File: src/hw/rtl/es2utc_pkg.sv
// Shared widths, calendar constants and types for the epoch-seconds to UTC date pipeline.
// No dependencies; used by es2utc_tod, es2utc_civil and the top level.
package es2utc_pkg;

  // Result field widths
  localparam int YEAR_W  = 12;
  localparam int MONTH_W = 4;
  localparam int MDAY_W  = 5;
  localparam int HOUR_W  = 5;
  localparam int MIN_W   = 6;
  localparam int SEC_W   = 6;
  localparam int WDAY_W  = 3;
  localparam int YDAY_W  = 9;

  // Internal widths
  localparam int DAY_REM_W = 17;  // seconds within a day, below 86400
  localparam int DOE_W     = 18;  // day of a 400-year era, below 146097
  localparam int YOE_W     = 9;   // year of era, 0..399
  localparam int DOY_W     = 9;   // day of March-based year, 0..365
  localparam int MP_W      = 4;   // March-based month, 0..11

  // 86400 = 675 << 7
  localparam int DAY_SHIFT   = 7;
  localparam int DAY_DIV_ODD = 675;
  localparam int MIN_DIV_ODD_W = 10;

  localparam int SECS_PER_MIN  = 60;
  localparam int MINS_PER_HOUR = 60;
  localparam int DAYS_PER_WEEK = 7;
  localparam int DAYS_PER_ERA  = 146097;
  localparam int DAYS_4Y_CYC   = 1460;
  localparam int DAYS_100Y_CYC = 36524;
  localparam int DAYS_ERA_LAST = 146096;
  localparam int DAYS_PER_YEAR = 365;
  localparam int YEARS_PER_CENT = 100;

  localparam int                SHIFT_W     = 20;
  localparam logic [SHIFT_W-1:0] EPOCH_SHIFT = 20'd719468;  // 0000-03-01 to 1970-01-01
  localparam logic [2:0]        WDAY_OFFSET = 3'd4;         // 1970-01-01 was a Thursday

  localparam logic [MP_W-1:0]   MP_JAN      = 4'd10;        // January in March-based months
  localparam logic [MP_W-1:0]   MP_TO_MON   = 4'd2;
  localparam logic [DOY_W-1:0]  DOY_JAN1    = 9'd306;
  localparam logic [DOY_W-1:0]  YDAY_MAR1   = 9'd59;        // before the leap day
  localparam logic [YEAR_W-1:0] YEARS_ERA   = 12'd400;
  localparam logic [YEAR_W-1:0] YEAR_BASE   = 12'd1900;

  // First day of each March-based month within the March-based year
  localparam logic [DOY_W-1:0] MONTH_START [12] = '{
    9'd0,   9'd31,  9'd61,  9'd92,  9'd122, 9'd153,
    9'd184, 9'd214, 9'd245, 9'd275, 9'd306, 9'd337
  };

  typedef struct packed {
    logic [HOUR_W-1:0] hour;
    logic [MIN_W-1:0]  minute;
    logic [SEC_W-1:0]  second;
  } tod_t;

endpackage

File: src/hw/rtl/es2utc_divc.sv
// Two-stage divider by a constant: reciprocal multiply, then quotient and remainder.
// Standalone; exact for every N-bit dividend.
module es2utc_divc #(
  parameter int N  = 18,
  parameter int D  = 365,
  parameter int QW = 9,
  parameter int RW = $clog2(D)
) (
  input  logic          clk,
  input  logic          en,
  input  logic [N-1:0]  x_i,
  output logic [QW-1:0] q_o,
  output logic [RW-1:0] r_o
);

  // M = ceil(2^S / D); the extra shift bit keeps the rounding error below one
  localparam int          S   = N + RW + 1;
  localparam int          MW  = S - RW + 2;
  localparam int          PW  = N + MW;
  localparam logic [63:0] M64 = ((64'd1 << S) + 64'(D) - 64'd1) / 64'(D);
  localparam logic [MW-1:0] M = M64[MW-1:0];
  localparam logic [N-1:0]  DN = N'(D);

  logic [PW-1:0]     prod_r;
  logic [N-1:0]      x_r;
  logic [QW-1:0]     q_r;
  logic [RW-1:0]     r_r;
  logic [N-RW+1:0]   qfull;
  logic [N-1:0]      qd;
  logic [N-1:0]      rfull;

  assign qfull = prod_r[PW-1:S];
  assign qd    = N'(qfull) * DN;
  assign rfull = x_r - qd;

  always_ff @(posedge clk) begin
    if (en) begin
      prod_r <= PW'(x_i) * PW'(M);
      x_r    <= x_i;
      q_r    <= qfull[QW-1:0];
      r_r    <= rfull[RW-1:0];
    end
  end

  assign q_o = q_r;
  assign r_o = r_r;

endmodule

File: src/hw/rtl/es2utc_dly.sv
// Enable-gated delay line of N register stages for side data in the pipeline.
// Standalone.
module es2utc_dly #(
  parameter int W = 8,
  parameter int N = 2
) (
  input  logic         clk,
  input  logic         en,
  input  logic [W-1:0] d_i,
  output logic [W-1:0] q_o
);

  logic [W-1:0] pipe_r [N];

  always_ff @(posedge clk) begin
    if (en) begin
      pipe_r[0] <= d_i;
      for (int i = 1; i < N; i++) begin
        pipe_r[i] <= pipe_r[i-1];
      end
    end
  end

  assign q_o = pipe_r[N-1];

endmodule

File: src/hw/rtl/es2utc_tod.sv
// Time of day from seconds within a day: four stages, two chained divides by 60.
// Depends on es2utc_pkg, es2utc_divc, es2utc_dly.
module es2utc_tod (
  input  logic                             clk,
  input  logic                             en,
  input  logic [es2utc_pkg::DAY_REM_W-1:0] rem_i,
  output es2utc_pkg::tod_t                 tod_o
);

  localparam int QM_W = 11;  // minutes of the day, below 1440

  logic [QM_W-1:0]                 mins_w;
  logic [es2utc_pkg::SEC_W-1:0]    sec_w;
  logic [es2utc_pkg::SEC_W-1:0]    sec_d;
  logic [es2utc_pkg::HOUR_W-1:0]   hour_w;
  logic [es2utc_pkg::MIN_W-1:0]    min_w;

  es2utc_divc #(
    .N (es2utc_pkg::DAY_REM_W), .D (es2utc_pkg::SECS_PER_MIN), .QW (QM_W)
  ) u_div_sec (
    .clk (clk), .en (en), .x_i (rem_i), .q_o (mins_w), .r_o (sec_w)
  );

  es2utc_divc #(
    .N (QM_W), .D (es2utc_pkg::MINS_PER_HOUR), .QW (es2utc_pkg::HOUR_W)
  ) u_div_min (
    .clk (clk), .en (en), .x_i (mins_w), .q_o (hour_w), .r_o (min_w)
  );

  es2utc_dly #(.W (es2utc_pkg::SEC_W), .N (2)) u_dly_sec (
    .clk (clk), .en (en), .d_i (sec_w), .q_o (sec_d)
  );

  assign tod_o.hour   = hour_w;
  assign tod_o.minute = min_w;
  assign tod_o.second = sec_d;

endmodule

File: src/hw/rtl/es2utc_civil.sv
// Civil date from a day count: era split, year of era, month search, weekday. 13 stages.
// Depends on es2utc_pkg, es2utc_divc, es2utc_dly.
module es2utc_civil #(
  parameter int DW = 20
) (
  input  logic                           clk,
  input  logic                           en,
  input  logic [DW-1:0]                  days_i,
  output logic [es2utc_pkg::YEAR_W-1:0]  year_o,
  output logic [es2utc_pkg::MONTH_W-1:0] month_o,
  output logic [es2utc_pkg::MDAY_W-1:0]  mday_o,
  output logic [es2utc_pkg::WDAY_W-1:0]  wday_o,
  output logic [es2utc_pkg::YDAY_W-1:0]  yday_o
);

  localparam int ZW = ((DW > es2utc_pkg::SHIFT_W) ? DW : es2utc_pkg::SHIFT_W) + 1;
  localparam int EW = ZW - 16;
  localparam int XW = DW + 1;
  localparam int DOE_W = es2utc_pkg::DOE_W;
  localparam int YOE_W = es2utc_pkg::YOE_W;
  localparam int DOY_W = es2utc_pkg::DOY_W;
  localparam int MP_W  = es2utc_pkg::MP_W;
  localparam int YW    = es2utc_pkg::YEAR_W;

  // stage 1
  logic [ZW-1:0]    z_r;
  logic [XW-1:0]    wdx_r;
  // stages 2-3
  logic [EW-1:0]    era_w;
  logic [DOE_W-1:0] doe_w;
  logic [2:0]       wday_w;
  // stages 4-5
  logic [6:0]       c4y_w;
  logic [2:0]       c100y_w;
  logic [0:0]       cera_w;
  logic [DOE_W-1:0] doe_d2;
  logic [DOE_W-1:0] doe_d7;
  // stage 6
  logic [DOE_W-1:0] t_r;
  // stages 7-8
  logic [YOE_W-1:0] yoe_w;
  // stages 9-10
  logic [1:0]       cent_w;
  logic [DOE_W-1:0] p_r;
  logic [DOE_W-1:0] p2_r;
  // stage 11
  logic [DOE_W-1:0] doy_full;
  logic [DOY_W-1:0] doy_r;
  logic [YOE_W-1:0] yoe_d3;
  logic [YW-1:0]    era400_w;
  logic [YW-1:0]    era400_d8;
  // stage 12
  logic [MP_W-1:0]  mp_nxt;
  logic [MP_W-1:0]  mp_r;
  logic [DOY_W-1:0] doy2_r;
  logic             leap_nxt;
  logic             leap_r;
  logic [YW-1:0]    ybase_r;
  // stage 13
  logic             jan_feb;
  logic [DOY_W-1:0] mday_full;
  logic [YW-1:0]                  year_r;
  logic [es2utc_pkg::MONTH_W-1:0] month_r;
  logic [es2utc_pkg::MDAY_W-1:0]  mday_r;
  logic [es2utc_pkg::YDAY_W-1:0]  yday_r;

  always_ff @(posedge clk) begin
    if (en) begin
      z_r   <= ZW'(days_i) + ZW'(es2utc_pkg::EPOCH_SHIFT);
      wdx_r <= XW'(days_i) + XW'(es2utc_pkg::WDAY_OFFSET);
    end
  end

  es2utc_divc #(.N (ZW), .D (es2utc_pkg::DAYS_PER_ERA), .QW (EW)) u_div_era (
    .clk (clk), .en (en), .x_i (z_r), .q_o (era_w), .r_o (doe_w)
  );

  es2utc_divc #(.N (XW), .D (es2utc_pkg::DAYS_PER_WEEK), .QW (1)) u_div_wday (
    .clk (clk), .en (en), .x_i (wdx_r), .q_o (), .r_o (wday_w)
  );

  // Leap-cycle corrections of the day of era
  es2utc_divc #(.N (DOE_W), .D (es2utc_pkg::DAYS_4Y_CYC), .QW (7)) u_div_4y (
    .clk (clk), .en (en), .x_i (doe_w), .q_o (c4y_w), .r_o ()
  );

  es2utc_divc #(.N (DOE_W), .D (es2utc_pkg::DAYS_100Y_CYC), .QW (3)) u_div_100y (
    .clk (clk), .en (en), .x_i (doe_w), .q_o (c100y_w), .r_o ()
  );

  es2utc_divc #(.N (DOE_W), .D (es2utc_pkg::DAYS_ERA_LAST), .QW (1)) u_div_erae (
    .clk (clk), .en (en), .x_i (doe_w), .q_o (cera_w), .r_o ()
  );

  es2utc_dly #(.W (DOE_W), .N (2)) u_dly_doe2 (
    .clk (clk), .en (en), .d_i (doe_w), .q_o (doe_d2)
  );

  es2utc_dly #(.W (DOE_W), .N (5)) u_dly_doe7 (
    .clk (clk), .en (en), .d_i (doe_d2), .q_o (doe_d7)
  );

  always_ff @(posedge clk) begin
    if (en) begin
      t_r <= doe_d2 - DOE_W'(c4y_w) + DOE_W'(c100y_w) - DOE_W'(cera_w);
    end
  end

  es2utc_divc #(.N (DOE_W), .D (es2utc_pkg::DAYS_PER_YEAR), .QW (YOE_W)) u_div_yoe (
    .clk (clk), .en (en), .x_i (t_r), .q_o (yoe_w), .r_o ()
  );

  es2utc_divc #(.N (YOE_W), .D (es2utc_pkg::YEARS_PER_CENT), .QW (2)) u_div_cent (
    .clk (clk), .en (en), .x_i (yoe_w), .q_o (cent_w), .r_o ()
  );

  es2utc_dly #(.W (YOE_W), .N (3)) u_dly_yoe (
    .clk (clk), .en (en), .d_i (yoe_w), .q_o (yoe_d3)
  );

  assign era400_w = YW'(era_w) * es2utc_pkg::YEARS_ERA;

  es2utc_dly #(.W (YW), .N (8)) u_dly_era (
    .clk (clk), .en (en), .d_i (era400_w), .q_o (era400_d8)
  );

  es2utc_dly #(.W (es2utc_pkg::WDAY_W), .N (10)) u_dly_wday (
    .clk (clk), .en (en), .d_i (wday_w), .q_o (wday_o)
  );

  assign doy_full = doe_d7 - p2_r + DOE_W'(cent_w);

  always_comb begin
    mp_nxt = '0;
    for (int i = 1; i < 12; i++) begin
      if (doy_r >= es2utc_pkg::MONTH_START[i]) begin
        mp_nxt = MP_W'(i);
      end
    end
    // leap test needs only the year of era: the era contributes a multiple of 400
    leap_nxt = (yoe_d3[1:0] == 2'd0) && !(yoe_d3 inside {9'd100, 9'd200, 9'd300});
  end

  assign jan_feb   = (mp_r >= es2utc_pkg::MP_JAN);
  assign mday_full = doy2_r - es2utc_pkg::MONTH_START[mp_r] + 9'd1;

  always_ff @(posedge clk) begin
    if (en) begin
      p_r     <= DOE_W'(yoe_w) * DOE_W'(es2utc_pkg::DAYS_PER_YEAR) + DOE_W'(yoe_w[YOE_W-1:2]);
      p2_r    <= p_r;
      doy_r   <= doy_full[DOY_W-1:0];
      mp_r    <= mp_nxt;
      doy2_r  <= doy_r;
      leap_r  <= leap_nxt;
      ybase_r <= era400_d8 + YW'(yoe_d3);
      year_r  <= ybase_r + YW'(jan_feb) - es2utc_pkg::YEAR_BASE;
      month_r <= jan_feb ? (mp_r - es2utc_pkg::MP_JAN) : (mp_r + es2utc_pkg::MP_TO_MON);
      mday_r  <= mday_full[es2utc_pkg::MDAY_W-1:0];
      yday_r  <= jan_feb ? (doy2_r - es2utc_pkg::DOY_JAN1)
                         : (doy2_r + es2utc_pkg::YDAY_MAR1 + DOY_W'(leap_r));
    end
  end

  assign year_o  = year_r;
  assign month_o = month_r;
  assign mday_o  = mday_r;
  assign yday_o  = yday_r;

endmodule

File: src/hw/rtl/epoch_seconds_to_utc_date.sv
// Top level: converts seconds since 1970-01-01 UTC into a broken-down UTC date and time.
// Depends on es2utc_pkg, es2utc_divc, es2utc_dly, es2utc_tod, es2utc_civil.
//
// Usage:
//   Input channel in_valid/in_ready carries in_epoch_seconds (SECONDS_WIDTH bits).
//   Result channel out_valid/out_ready carries year, month, day of month, hour,
//   minute, second, weekday and day of year for each input, in input order.
//   Throughput is one conversion per cycle while out_ready keeps the pipeline
//   moving: a 16-stage pipeline with one valid bit per stage, in which no path
//   through a stage passes more than one constant-divide multiply.
//   The longest paths are the reciprocal multiplies of the divide by 675 (day
//   split) and by 146097 (400-year era split).
//   When out_valid is high and out_ready low, the whole pipeline holds and
//   in_ready drops; nothing is dropped or repeated. Empty stages hold too.
//   Synchronous reset (rst_n low) clears all valid bits; data registers keep
//   whatever they held and are ignored until refilled.
module epoch_seconds_to_utc_date #(
  parameter int SECONDS_WIDTH = 36
) (
  input  logic                             clk,
  input  logic                             rst_n,
  input  logic                             in_valid,
  output logic                             in_ready,
  input  logic [SECONDS_WIDTH-1:0]         in_epoch_seconds,
  output logic                             out_valid,
  input  logic                             out_ready,
  output logic [es2utc_pkg::YEAR_W-1:0]    out_years_since_1900,
  output logic [es2utc_pkg::MONTH_W-1:0]   out_month_index,
  output logic [es2utc_pkg::MDAY_W-1:0]    out_day_of_month,
  output logic [es2utc_pkg::HOUR_W-1:0]    out_hour_of_day,
  output logic [es2utc_pkg::MIN_W-1:0]     out_minute_of_hour,
  output logic [es2utc_pkg::SEC_W-1:0]     out_second_of_minute,
  output logic [es2utc_pkg::WDAY_W-1:0]    out_weekday,
  output logic [es2utc_pkg::YDAY_W-1:0]    out_day_of_year
);

  localparam int DW     = SECONDS_WIDTH - 16;  // day count width
  localparam int XW     = SECONDS_WIDTH - es2utc_pkg::DAY_SHIFT;
  localparam int SH     = es2utc_pkg::DAY_SHIFT;
  localparam int STAGES = 16;

  logic                               en;
  logic [STAGES-1:0]                  vld_r;
  logic [STAGES-1:0]                  vld_nxt;
  logic [SECONDS_WIDTH-1:0]           secs_r;
  logic [DW-1:0]                      days_w;
  logic [es2utc_pkg::MIN_DIV_ODD_W-1:0] r675_w;
  logic [SH-1:0]                      low_d;
  logic [es2utc_pkg::DAY_REM_W-1:0]   rem_w;
  es2utc_pkg::tod_t                   tod_w;
  es2utc_pkg::tod_t                   tod_d;

  // Advance everything unless a finished result is waiting
  assign en        = out_ready || !vld_r[STAGES-1];
  assign in_ready  = en;
  assign out_valid = vld_r[STAGES-1];
  assign vld_nxt   = {vld_r[STAGES-2:0], in_valid};

  always_ff @(posedge clk) begin
    if (!rst_n) begin
      vld_r <= '0;
    end else if (en) begin
      vld_r <= vld_nxt;
    end
  end

  always_ff @(posedge clk) begin
    if (en) begin
      secs_r <= in_epoch_seconds;
    end
  end

  // Day split: secs / 86400 as (secs >> 7) / 675, low bits rejoin the remainder
  es2utc_divc #(.N (XW), .D (es2utc_pkg::DAY_DIV_ODD), .QW (DW)) u_div_day (
    .clk (clk), .en (en), .x_i (secs_r[SECONDS_WIDTH-1:SH]), .q_o (days_w), .r_o (r675_w)
  );

  es2utc_dly #(.W (SH), .N (2)) u_dly_low (
    .clk (clk), .en (en), .d_i (secs_r[SH-1:0]), .q_o (low_d)
  );

  assign rem_w = {r675_w, low_d};

  es2utc_tod u_tod (
    .clk (clk), .en (en), .rem_i (rem_w), .tod_o (tod_w)
  );

  // Line up time of day with the longer date path
  es2utc_dly #(.W ($bits(es2utc_pkg::tod_t)), .N (9)) u_dly_tod (
    .clk (clk), .en (en), .d_i (tod_w), .q_o (tod_d)
  );

  es2utc_civil #(.DW (DW)) u_civil (
    .clk     (clk),
    .en      (en),
    .days_i  (days_w),
    .year_o  (out_years_since_1900),
    .month_o (out_month_index),
    .mday_o  (out_day_of_month),
    .wday_o  (out_weekday),
    .yday_o  (out_day_of_year)
  );

  assign out_hour_of_day      = tod_d.hour;
  assign out_minute_of_hour   = tod_d.minute;
  assign out_second_of_minute = tod_d.second;

endmodule
File: config.mk
export PLATFORM = sky130hd
export DESIGN_NAME = epoch_seconds_to_utc_date
export DESIGN_NICKNAME = d
export VERILOG_FILES = /design/src/hw/rtl/es2utc_pkg.sv /design/src/hw/rtl/es2utc_divc.sv /design/src/hw/rtl/es2utc_dly.sv /design/src/hw/rtl/es2utc_tod.sv /design/src/hw/rtl/es2utc_civil.sv /design/src/hw/rtl/epoch_seconds_to_utc_date.sv
export SDC_FILE = /design/constraint.sdc
export NUM_CORES = 2
export LEC_CHECK = 0
export ABC_CLOCK_PERIOD_IN_PS = 8200
export BUFFER_PORTS_ARGS = -buffer_cell sky130_fd_sc_hd__buf_2
export CORE_MARGIN = 5
export CORE_UTILIZATION = 47
export DETAILED_ROUTE_END_ITERATION = 10
export HOLD_SLACK_MARGIN = 0.03
export PLACE_DENSITY = 0.69
export SLEW_MARGIN = 15
export SYNTH_ARGS = -nofsm -noshare
export SYNTH_HDL_FRONTEND = slang
export SYNTH_HIERARCHICAL = 1
export SYNTH_SLANG_ARGS = --single-unit
File: constraint.sdc
create_clock -name clk -period 8.2 [get_ports clk]
set_clock_uncertainty 0.05 [all_clocks]
set_input_delay 0.41 -clock clk [delete_from_list [all_inputs] [get_ports clk]]
set_output_delay 0.41 -clock clk [all_outputs]
set_load 0.02 [all_outputs]
# Yosys cells after proc, flatten, opt, wreduce, memory -nomap -nowiden
# Memory sizes are Yosys's and may differ from the RTL's.
# Index checks and enable logic that the tools add are counted.
[op_classes]
n_reduce_logical = 8
n_addsub = 23
magnitude_cmp = 13
n_mul = 16
eq_ne = 3
bitwise_logic = 1
muxes = 16
[ops]
columns = ["cell", "n"]
rows = [
  ["$mul A18 B16 Y33 const B", 2],
  ["$mul A29 B29 Y58 const B", 1],
  ["$mul A21 B23 Y44 const B", 1],
  ["$mul A21 B22 Y43 const B", 1],
  ["$mul A18 B20 Y38 const B", 1],
  ["$ge A9 B8 Y1 const B", 4],
  ["$mul A17 B19 Y36 const B", 1],
  ["$ge A9 B9 Y1 const B", 3],
  ["$mul A11 B12 Y23 const B", 1],
  ["$add A20 B20 Y21 const B", 1],
  ["$add A20 B3 Y21 const B", 1],
  ["$mul A20 B10 Y10 const B", 1],
  ["$mul A19 B3 Y3 const B", 1],
  ["$mul A9 B11 Y19 const B", 1],
  ["$add A18 B3 Y18", 1],
  ["$ge A9 B7 Y1 const B", 2],
  ["$mul A4 B18 Y18 const B", 1],
  ["$sub A18 B1 Y18", 1],
  ["$sub A18 B18 Y18", 1],
  ["$sub A18 B7 Y18", 1],
  ["$add A12 B1 Y12", 1],
  ["$add A12 B9 Y12", 1],
  ["$mul A12 B4 Y4 const B", 1],
  ["$mux W3", 4],
  ["37 further kinds", 46],
]
[totals]
regBits = 670
rom_bits = 144
mem_bits_rw = 458
input_bits = 40
elab_cells = 135
output_inout_bits = 52
n_memories = 9
[mem_list]
columns = ["memory", "words", "width", "rd", "rd_clocked_by_memory_dff", "write_ports", "line", "rtl"]
rows = [
  ["u_dly_tod.pipe_r", 9, 17, 9, 0, 9, "es2utc_dly.sv:13", "logic [W-1:0] pipe_r [N];"],
  ["(no name shown)", 16, 9, 1, 0, 0, "es2utc_civil.sv:145", "assign mday_full = doy2_r - es2utc_pkg::MONTH_START[mp_r] + 9'd1;"],
  ["u_civil.u_dly_era.pipe_r", 8, 12, 8, 0, 8, "es2utc_dly.sv:13", ""],
  ["u_civil.u_dly_doe7.pipe_r", 5, 18, 5, 0, 5, "es2utc_dly.sv:13", ""],
  ["u_civil.u_dly_doe2.pipe_r", 2, 18, 2, 0, 2, "es2utc_dly.sv:13", ""],
  ["u_civil.u_dly_wday.pipe_r", 10, 3, 10, 0, 10, "es2utc_dly.sv:13", ""],
  ["+3 memories", "-", "-", "-", "-", "-", "-", ""],
]

# Longest topological paths before layout
[depth]
ltp_word = 11
mapped_depth = 22

# By module
# The synthesis kept the hierarchy.
[modules_own_cells]
columns = ["module", "cells_per_inst", "instances", "area_each_um2"]
rows = [
  ["es2utc_divc at u_div_day", 1339, 1, 14382.5],
  ["es2utc_divc at u_civil.u_div_era", 1004, 1, 10473.8],
  ["es2utc_civil", 801, 1, 9049.9],
  ["es2utc_divc at u_civil.u_div_100y", 766, 1, 8102.8],
  ["es2utc_divc at u_civil.u_div_4y", 708, 1, 7485.9],
  ["es2utc_divc at u_civil.u_div_yoe", 690, 1, 7390.8],
  ["es2utc_divc at u_civil.u_div_erae", 654, 1, 7288.2],
  ["es2utc_dly at u_dly_tod", 170, 1, 4722.0],
  ["es2utc_divc at u_tod.u_div_sec", 440, 1, 4491.8],
  ["es2utc_divc at u_civil.u_div_wday", 399, 1, 4205.3],
  ["es2utc_dly at u_civil.u_dly_era", 108, 1, 2972.9],
  ["es2utc_dly at u_civil.u_dly_doe7", 108, 1, 2837.7],
  ["es2utc_divc at u_civil.u_div_cent", 213, 1, 2284.7],
  ["es2utc_divc at u_tod.u_div_min", 149, 1, 1858.0],
  ["6 more rows", "-", "-", "-"],
]

# Least setup slack after synthesis
# Ideal clock, no wire load.
[synth_timing]
path_type = "flip-flop to flip-flop"
from = "register secs_r[18]"
to = "register u_div_day.prod_r[52] (data pin)"
period_less_slack_ns = 6.761
stages_incl_launch_ff = 22
t_required_ns = 8.013
n_path_buf = 0
path_slack_ns = 1.439
t_arrival_ns = 6.573
cell_sequence = "edfxtp_1 fa_1 ha_1 inv_1 fa_1 inv_1 fa_1 fa_1 fa_1 fa_1 inv_1 fa_1 inv_1 ha_1 a21o_1 a311o_1 a211oi_2 nand3_2 o311ai_1 nand3_1 or4_1 nand4_1"
[synth_between]
elab_chain_len = 1
[synth_lines]
columns = ["element", "line", "rtl"]
rows = [
  ["start: declaration", "epoch_seconds_to_utc_date.sv:45", "logic [SECONDS_WIDTH-1:0] secs_r;"],
  ["start signal: assignment", "epoch_seconds_to_utc_date.sv:69", "secs_r <= in_epoch_seconds;"],
  ["$mul A29 B29 Y58", "es2utc_divc.sv:38", "prod_r <= PW'(x_i) * PW'(M);"],
  ["end signal: assignment", "es2utc_divc.sv:38", ""],
  ["end: declaration", "es2utc_divc.sv:24", "logic [PW-1:0] prod_r;"],
]
# No other way between the ends.
# A chain may end at the register's enable or synchronous reset.

# Final worst setup path
[layout_timing]
from = "register secs_r[19]"
to = "register u_div_day.prod_r[59] (data pin)"
# Same word-level chain as after synthesis.

==> metrics.cfg <==
[status]
run_status=finished, final reports clean

[place]
place_congestion=0.9100
place_inst=9548
io_buffers=91
hpwlAfterDp_um=136400
place_area_sq_um=87360

[global_routing]
grt_pass1_wl_um=278700
antenna_found_initial=1
grt.busiest_layer=met2
grt_max_degree=138
gr-total-overflow=0
track_usage_pct=18.45
grt_pass1_vias=53240
grt_use_met1_pct=24.67
use_met2_pct=32.24
met3_usage_pct=2.238

[routing]
routedWlPerCell_um=17.17
drc=0
wl_um=167700
dr_total_vias=49750
postRouteAntennaNets=0
dr.pass1.iters=5
viasPerCell=5.097
drt-initial-drc-count=2461

[timing]
relSlewSlack_pct=36.04
max_freq_mhz=133.4
hold_violations=0
setup-tns-final_ns=0
worstMarginPinSlew_ns=0.9594
finalCritPeriodShare_pct=91.41
drv_slew=0
finalCriticalPeriod_ns=7.496
setup_viol=0
rsz0062_at_grt=no

[die]
die_x_um=433.4
fp-row-count=155
initial_core_util_pct=47.23
coreArea_sq_um=178400
io_pins=92
dieHeight_um=433.4
die-area_sq_um=187900

[final_layout]
syn2layout_area_growth_pct=7.789
finalInstanceArea_sq_um=90840
final_cells=9762
fill_cells=15430
nets=10080
drive_above_1_share_pct=4.604

[clock_network]
clockBufferDepth=3
cts_buffers=94
clk_latency_ns=0.72
cts_sinks=818
cts-root-buf=clkbuf_16
cts.clk_slew.worst_paths_ns=0.06
cts_tree=yes
htreeDepth=3

[yosys]
yosysWarnings=6
avgSynthCellArea_sq_um=11.76
netlist_area_sq_um=84270
synthesis.instances=7165

[worst_setup_path]
path_class=flip-flop to flip-flop
worstPathMaxFanout=11
r2r_setup_slack_ns=0.70
startpoint_type=flip-flop
r2r-start=secs_r[19]
crit_path_end_kind=flip-flop
setup.worst_path.start=secs_r[19]
arrival_ns=7.97
crit_required_ns=8.67

[flow_run]
maxCapViolCount=0

[min_path]
hp-start=u_dly_tod/pipe_r[0][32]
hp-class=flip-flop to flip-flop

sequential cells by signal, summed over array words and instances (netlist names), 12 cells and up:
name,cells
secs_r,36
u_civil/wdx_r,18
u_civil/u_div_era/x_r,18
u_dly_tod/pipe_r,153
u_dly_low/pipe_r,14
u_civil/u_dly_yoe/pipe_r,27
u_civil/u_dly_doe7/pipe_r,45
u_tod/u_dly_sec/pipe_r,12
u_civil/z_r,21
u_civil/u_dly_wday/pipe_r,30
u_civil/u_dly_doe2/pipe_r,36
u_civil/t_r,18
u_civil/u_dly_era/pipe_r,96
u_div_day/q_o,20
u_civil/year_o,12
vld_r,16
u_civil/u_div_era/r_o,18
u_div_day/prod_r,20
u_civil/ybase_r,12
metal layers:
metal  routed length (um)  share of wire, %  up-vias
li1                     -                 -    23970
met1                75140                45    24740
met2                82760                49      826
met3                 6066               3.6      215
met4                 3682               2.2        0
met5                    0                 0        -
layout make-up:
type	instances	area [sq um]	share of cell area, %
multi-input cells	4429	52330	57.61
flip-flops and latches	818	24400	26.87
inverters	1812	6802	7.488
well taps	2355	2947	3.244
clock buffers	109	2430	2.675
repair buffers	173	1269	1.397
clock inverters	65	655.6	0.7218
diodes	1	2.502	0.002755
worst paths after layout:
path | endpoint | cells past startpoint
max | u_div_day/prod_r[59] | 20
min | u_dly_tod/pipe_r[0][49] | 0
max reg2reg | u_div_day/prod_r[59] | 20
min reg2reg | u_dly_tod/pipe_r[0][49] | 0
placed cells by master, fill, tap and decap left out, types with 14 or more instances in the layout:
cell type         n
inv_1          1811
ha_1           1713
fa_1            994
edfxtp_1        802
a21oi_1         240
xnor2_1         210
nand2_1         172
nor2_1          146
o21ai_0         121
clkbuf_16        95
buf_2            91
nand3_1          89
a21o_1           87
xor2_1           76
nand4_1          56
nor3_1           51
dlygate4sd3_1    39
buf_4            35
a211oi_1         31
o211ai_1         31
nor2b_1          27
mux2i_1          25
a31oi_1          24
o21a_1           19
nand2b_1         18
clkinv_2         17
o21bai_1         16
o21ai_1          16
and3_1           16
dfxtp_1          16
and4_1           15
clkbuf_1         14
stage by stage:
step / util [%] / setup slack (ns) / hold slack, ns
floorplan: - / 1.439 / 0.3503
global placement: 48.96 / 0.8188 / 0.3502
detailed placement: 48.96 / 0.7376 / 0.3545
CTS: 50.91 / 0.7463 / 0.2741
global route: 50.91 / 0.2693 / 0.3012
finish: 50.91 / 0.7044 / 0.3493
timing repair:
action                     CTS  global route
hold endpoints to repair    50             0
setup endpoints to repair    0             0
setup buffers                0             0
gates resized for setup      0             0
hold buffers                39             0
worst max-delay path, cell delays in order, from the launching register on:
cell,delay [ns]
edfxtp_1,0.71
fa_1,0.53
ha_1,0.28
inv_1,0.05
fa_1,0.52
inv_1,0.05
fa_1,0.52
fa_1,0.44
fa_1,0.52
fa_1,0.56
inv_1,0.06
fa_1,0.49
inv_1,0.04
ha_1,0.38
a21o_1,0.19
a311o_1,0.38
a211oi_2,0.21
nand3_2,0.16
o311ai_2,0.51
a31oi_1,0.29
o311ai_0,0.37
Power is not shown: default switching activity piles up to over one toggle a cycle in this logic, so the estimate is an artifact.
